[config.mk]
export PLATFORM = sky130hd
export DESIGN_NAME = qvr_fifo
export DESIGN_NICKNAME = d
export VERILOG_FILES = /design/src/design/qvr_pkg.sv /design/src/design/qvr_fifo.sv
export SDC_FILE = /design/constraint.sdc
export NUM_CORES = 1
export LEC_CHECK = 0
export BUFFER_PORTS_ARGS = -buffer_cell sky130_fd_sc_hd__buf_2
export CAP_MARGIN = 20
export CORE_MARGIN = 3
export CORE_UTILIZATION = 55
export DETAILED_ROUTE_END_ITERATION = 8
export HOLD_SLACK_MARGIN = 0.15
export MAX_ROUTING_LAYER = met4
export PLACE_DENSITY_LB_ADDON = 0.2
export RECOVER_POWER = 50
export SYNTH_ARGS = -nofsm -noshare
export SYNTH_HDL_FRONTEND = slang
export SYNTH_SLANG_ARGS = --single-unit
[constraint.sdc]
create_clock -name i_clk -period 3.95 [get_ports i_clk]
set_input_delay 0.1975 -clock i_clk [delete_from_list [all_inputs] [get_ports i_clk]]
set_output_delay 0.1975 -clock i_clk [all_outputs]
set_load 0.05 [all_outputs]
[src/design/qvr_pkg.sv]
// ----------------------------------------------------------------------------
// qvr_pkg
// Shared types and constants for the quaternion point rotation unit.
// ----------------------------------------------------------------------------
package qvr_pkg;

    localparam int QW     = 16;            // quaternion component, Q1.14
    localparam int VW     = 32;            // coordinate, Q15.16
    localparam int VHW    = VW / 2;        // coordinate half word
    localparam int PW     = 2 * QW;        // quaternion product
    localparam int CW     = PW + 2;        // rotation matrix coefficient
    localparam int PHW    = CW + VHW;      // coef * upper half
    localparam int PLW    = CW + VHW + 1;  // coef * lower half (zero extended)
    localparam int HW     = PHW + 2;       // sum of three upper products
    localparam int LW     = PLW + 2;       // sum of three lower products
    localparam int TW     = HW + VHW + 2;  // full-precision row sum
    localparam int RSH    = 28;            // Q44 -> Q16
    localparam int SW     = TW - RSH;      // rounded row sum
    localparam int QDEPTH = 4;             // item queue depth
    localparam int CFG_AW = 2;

    localparam logic [CFG_AW-1:0] CFG_QUAT_X = 2'd0;
    localparam logic [CFG_AW-1:0] CFG_QUAT_Y = 2'd1;
    localparam logic [CFG_AW-1:0] CFG_QUAT_Z = 2'd2;
    localparam logic [CFG_AW-1:0] CFG_QUAT_W = 2'd3;

    localparam logic signed [QW-1:0] QUAT_ONE = 16'sd16384;

    typedef logic signed [CW-1:0] t_coef;
    typedef t_coef t_mat [3][3];

    typedef struct packed {
        logic signed [VW-1:0] z;
        logic signed [VW-1:0] y;
        logic signed [VW-1:0] x;
    } t_vec;

endpackage

[src/design/qvr_fifo.sv]
// ----------------------------------------------------------------------------
// qvr_fifo
// Short item queue between capture stage and arithmetic pipeline.
// ----------------------------------------------------------------------------
module qvr_fifo #(
    parameter int DEPTH = qvr_pkg::QDEPTH
) (
    input  logic          i_clk,
    input  logic          i_rst_n,
    input  logic          i_push,
    input  qvr_pkg::t_vec i_data,
    input  logic          i_pop,
    output qvr_pkg::t_vec o_data,
    output logic          o_full,
    output logic          o_empty
);
    import qvr_pkg::*;

    localparam int AW = (DEPTH > 1) ? $clog2(DEPTH) : 1;
    localparam int NW = $clog2(DEPTH + 1);

    t_vec          r_mem [DEPTH];
    logic [AW-1:0] r_wr_ptr, r_rd_ptr;
    logic [NW-1:0] r_count;
    logic          do_push, do_pop;

    function automatic logic [AW-1:0] inc(input logic [AW-1:0] p);
        return (p == AW'(DEPTH - 1)) ? '0 : p + 1'b1;
    endfunction

    assign o_full  = (r_count == NW'(DEPTH));
    assign o_empty = (r_count == '0);
    assign do_push = i_push && !o_full;
    assign do_pop  = i_pop && !o_empty;
    assign o_data  = r_mem[r_rd_ptr];

    always_ff @(posedge i_clk) begin
        if (!i_rst_n) begin
            r_wr_ptr <= '0;
            r_rd_ptr <= '0;
            r_count  <= '0;
        end else begin
            if (do_push) begin
                r_wr_ptr <= inc(r_wr_ptr);
            end
            if (do_pop) begin
                r_rd_ptr <= inc(r_rd_ptr);
            end
            if (do_push && !do_pop) begin
                r_count <= r_count + 1'b1;
            end else if (do_pop && !do_push) begin
                r_count <= r_count - 1'b1;
            end
        end
    end

    always_ff @(posedge i_clk) begin
        if (do_push) begin
            r_mem[r_wr_ptr] <= i_data;
        end
    end

endmodule

==> impl_results.md <==
* Crit path largest cell delay at 1.06 ns
* CTS Buf Count at 39
* DRC at 0
* Switch share at between 30% and 40%
* Syn_nets at 660
* Required @ worst endpoint at approximately 4 ns
* Root buf cell: clkbuf_16
* Synth cell types at 25
* CP top delay family: simple AND/OR/NAND/NOR gates
* Post-DP HPWL at 16500 um
* Power Density at roughly 700 nW/um^2
* Pleak at just under 6 nW
* Max Cap Viol at 0
* Post-CTS setup buffers at 0
* Clock slew at reported path FFs at 0.06 ns
* Die footprint at about 28000 um^2
* Crit path max fanout at between 40 and 50
* Synth-to-Final Area Change at 23.6%
* Worst hold-check path type: in2reg
* Die Span Y at around 170 um
* Sequential share of the synthesized area at 81.7%
* Grt total ovfl at 0
* Final setup fails at 0
* Worst Hold End: r_wr_ptr[1]
* Area of the multi-input gates at around 2400 um^2
* Worst Setup End Kind: flip-flop
* R2r setup slk at 1.01 ns
* Sequential power share at between 40% and 50%
* CP cell instances: nor3b_1, nor2b_1, and2_2, buf_4
* FF-to-FF Start: r_count[0]
* Switching power at between 4 and 5 mW
* Top cell type's share of synthesized area at between 80% and 90%
* WL per Instance at around 23 um
* Fin. Hold Viols at 0
* Top FF cell, synth: edfxtp_1
* Mapped Cells at roughly 550
* Post-synth EDFFs at around 380
* Storage cell area at 11700 um^2
* First-pass GRT wire length at approximately 43000 um
* # IOs at between 150 and 200
* Reg2Reg Depth at 4
* Min cycle time layout at around 2.9 ns
* Port Buf Inserts at 197
* DRT Pass-1 Iters at 4
* WP data arrival at 3.11 ns
* TritonCTS clock tree: yes
* Placed cell area at approximately 16000 um^2
* GP Congestion at roughly 0.72
* Vias per cell at around 5.6
* Share of cells above drive strength 1 at approximately 29%
* Clock power share at a little over a quarter
* Count leader, synth: edfxtp_1
* Combinational share of power at between 30% and 40%
* Final setup TNS at 0 ns
* # resized after CTS at 0
* Pint at between 8 and 9 mW
* Slew Limit Fails at 0
* Layout Nets at 983
* Row count at 58
* Slowest stage cell on the critical path: and2_2
* Worst VDD drop at around 0.66 mV
* Fin util at 69.7%
* Final setup skew at 0.0179 ns
* CP Buf/Inv Count at 1
* Core area at about 25000 um^2
* Max transition margin at around a fifth
* Hold path depth at 3
* Startpoint Class: flip-flop
* Ratio of final minimum period to clock period at between 70% and 80%
* Hold_sp: i_push
* Synth warn at 0
* Die Span X at 167 um
* Worst r2r dst: r_mem[2][31]
* Synth top cells by count: 384 x edfxtp_1, 96 x mux4_2, 11 x buf_2, 9 x dfxtp_1, 7 x clkbuf_1
* Final instance area at 17700 um^2
* Post-synthesis area per instance at 25.9 um^2
* Starting Density at 56.4%
* Least-Margin Pin Slew at 1.20 ns
* H-tree depth at 2
* Starting DRC count in detailed routing at 634
* Yosys reg bits at slightly below 400
* Status: completed
* Via Count at between 6000 and 7000
* # fillers at roughly 1600
* Total wire length at between 20000 and 30000 um
* Cell area after synthesis at between 10000 and 15000 um^2
* Pin count of the biggest net entering global routing at 58
* RSZ-0062 raised after global routing: false
* # hold bufs at CTS at 98
* Vias in the first global route at 7553
* Final ANT Viol Nets at 0
* Ys async rst share at 0%
* # clock sinks at between 300 and 400
* Synth area leader: edfxtp_1
* Crit path kind: reg2reg
* Worst-Skew Late Latency at roughly 0.52 ns
* Top post-synthesis cells by area: edfxtp_1 80%, mux4_2 15%, dfxtp_1 1.3%
* Initial antenna violation count at 4
* Max Clk Rate at roughly 0.34 GHz
* Worst-case clock buffer depth at 3
* GRT Total Usage at between 20 and 25%
worst max path at each step:
stage	startpoint	endpoint	slack [ns]	cells after the start
global placement	r_count[0]	r_mem[2][16]	1.47	4
floorplan	r_count[0]	r_mem[1][0]	0.16	4
CTS	flip-flop	o_data[30]	1.14	3
detailed placement	r_count[0]	r_mem[2][16]	1.35	4
global route	r_count[0]	r_mem[2][31]	0.74	4
finish	r_count[0]	r_mem[2][31]	1.01	4
power by group through the flow:
stage / registers [mW] / logic [mW] / clock network (mW)
global route: 5.32 / 3.99 / 3.53
floorplan: 5.27 / 3.02 / 0
finish: 5.27 / 3.82 / 3.28
CTS: 5.28 / 3.88 / 3.35
global placement: 5.33 / 3.74 / 0
detailed placement: 5.36 / 3.78 / 0
per-stage QoR:
step	hold WS (ns)	std cells	setup slack (ns)	total power [mW]
2_1_floorplan	0.296	553	0.159	8.29
3_3_place_gp	0.406	1067	1.47	9.07
6_report	0.198	1238	1.01	12.4
4_1_cts	0.187	1234	1.14	12.5
3_5_place_dp	0.414	1067	1.35	9.15
5_1_grt	0.215	1238	0.745	12.8
layout make-up:
| cell class | instances | share of cell area (%) |
|---|---|---|
| Antenna cell | 4 | 0.0565 |
| Inverter | 3 | 0.0636 |
| Tap cell | 330 | 2.33 |
| Sequential cell | 393 | 66.2 |
| Clock buffer | 52 | 5.91 |
| Timing Repair Buffer | 306 | 11.2 |
| Multi-Input combinational cell | 133 | 13.8 |
| Clock inverter | 17 | 0.509 |
sequential cells by signal, summed over array words and instances (netlist names), named ones only:
name      cells
r_mem       384
r_rd_ptr      2
r_count       3
r_wr_ptr      2
cell families (layout without fill, tap and decap cells):
group                    count (synthesis)  after routing  synth area share (%)
flip-flops                             393            393                  81.7
multiplexers                            99             99                  15.3
buffers and inverters                   27            378                  1.28
AND/OR/NAND/NOR                         20             20                 0.716
adder cells (fa/ha/maj)                  7              7                 0.663
AO/OA/AOI/OAI                            5              5                 0.210
XOR/XNOR                                 2              2                 0.122
other                                    0              4                     0
layer usage:
metal  up-vias  routed length (um)  global-route usage, %
met5         -                   0                      -
met4         0                 697                   6.26
met3        50                1820                   4.32
met2       272               13900                   32.4
met1      3586               11500                   28.6
li1       3025                   -                      -
layout by cell type (no fill, tap or decap):
cell / instances
and2_0: 1
nor2b_1: 2
and2_2: 2
nor3b_1: 1
nor2_1: 2
clkbuf_16: 40
clkinv_1: 10
mux2i_1: 3
clkinv_2: 4
edfxtp_1: 384
ha_1: 6
buf_12: 4
a21boi_0: 1
nor3_1: 1
inv_1: 3
or3_1: 1
xor2_1: 1
dlygate4sd3_1: 98
o21ai_0: 3
inv_6: 1
diode_2: 4
clkinvlp_4: 1
nand3_1: 2
dfxtp_4: 2
clkinv_8: 1
fa_1: 1
buf_4: 7
o31ai_1: 1
dfxtp_1: 7
mux4_2: 96
buf_2: 99
clkbuf_1: 110
xnor2_1: 1
and2_4: 2
nand2_1: 6
tightest hold or removal path: stages:
cell	delay (ns)
buf_2	0.10
nor2b_1	0.21
mux2i_1	0.15
Power figures use the tool's default switching activity.
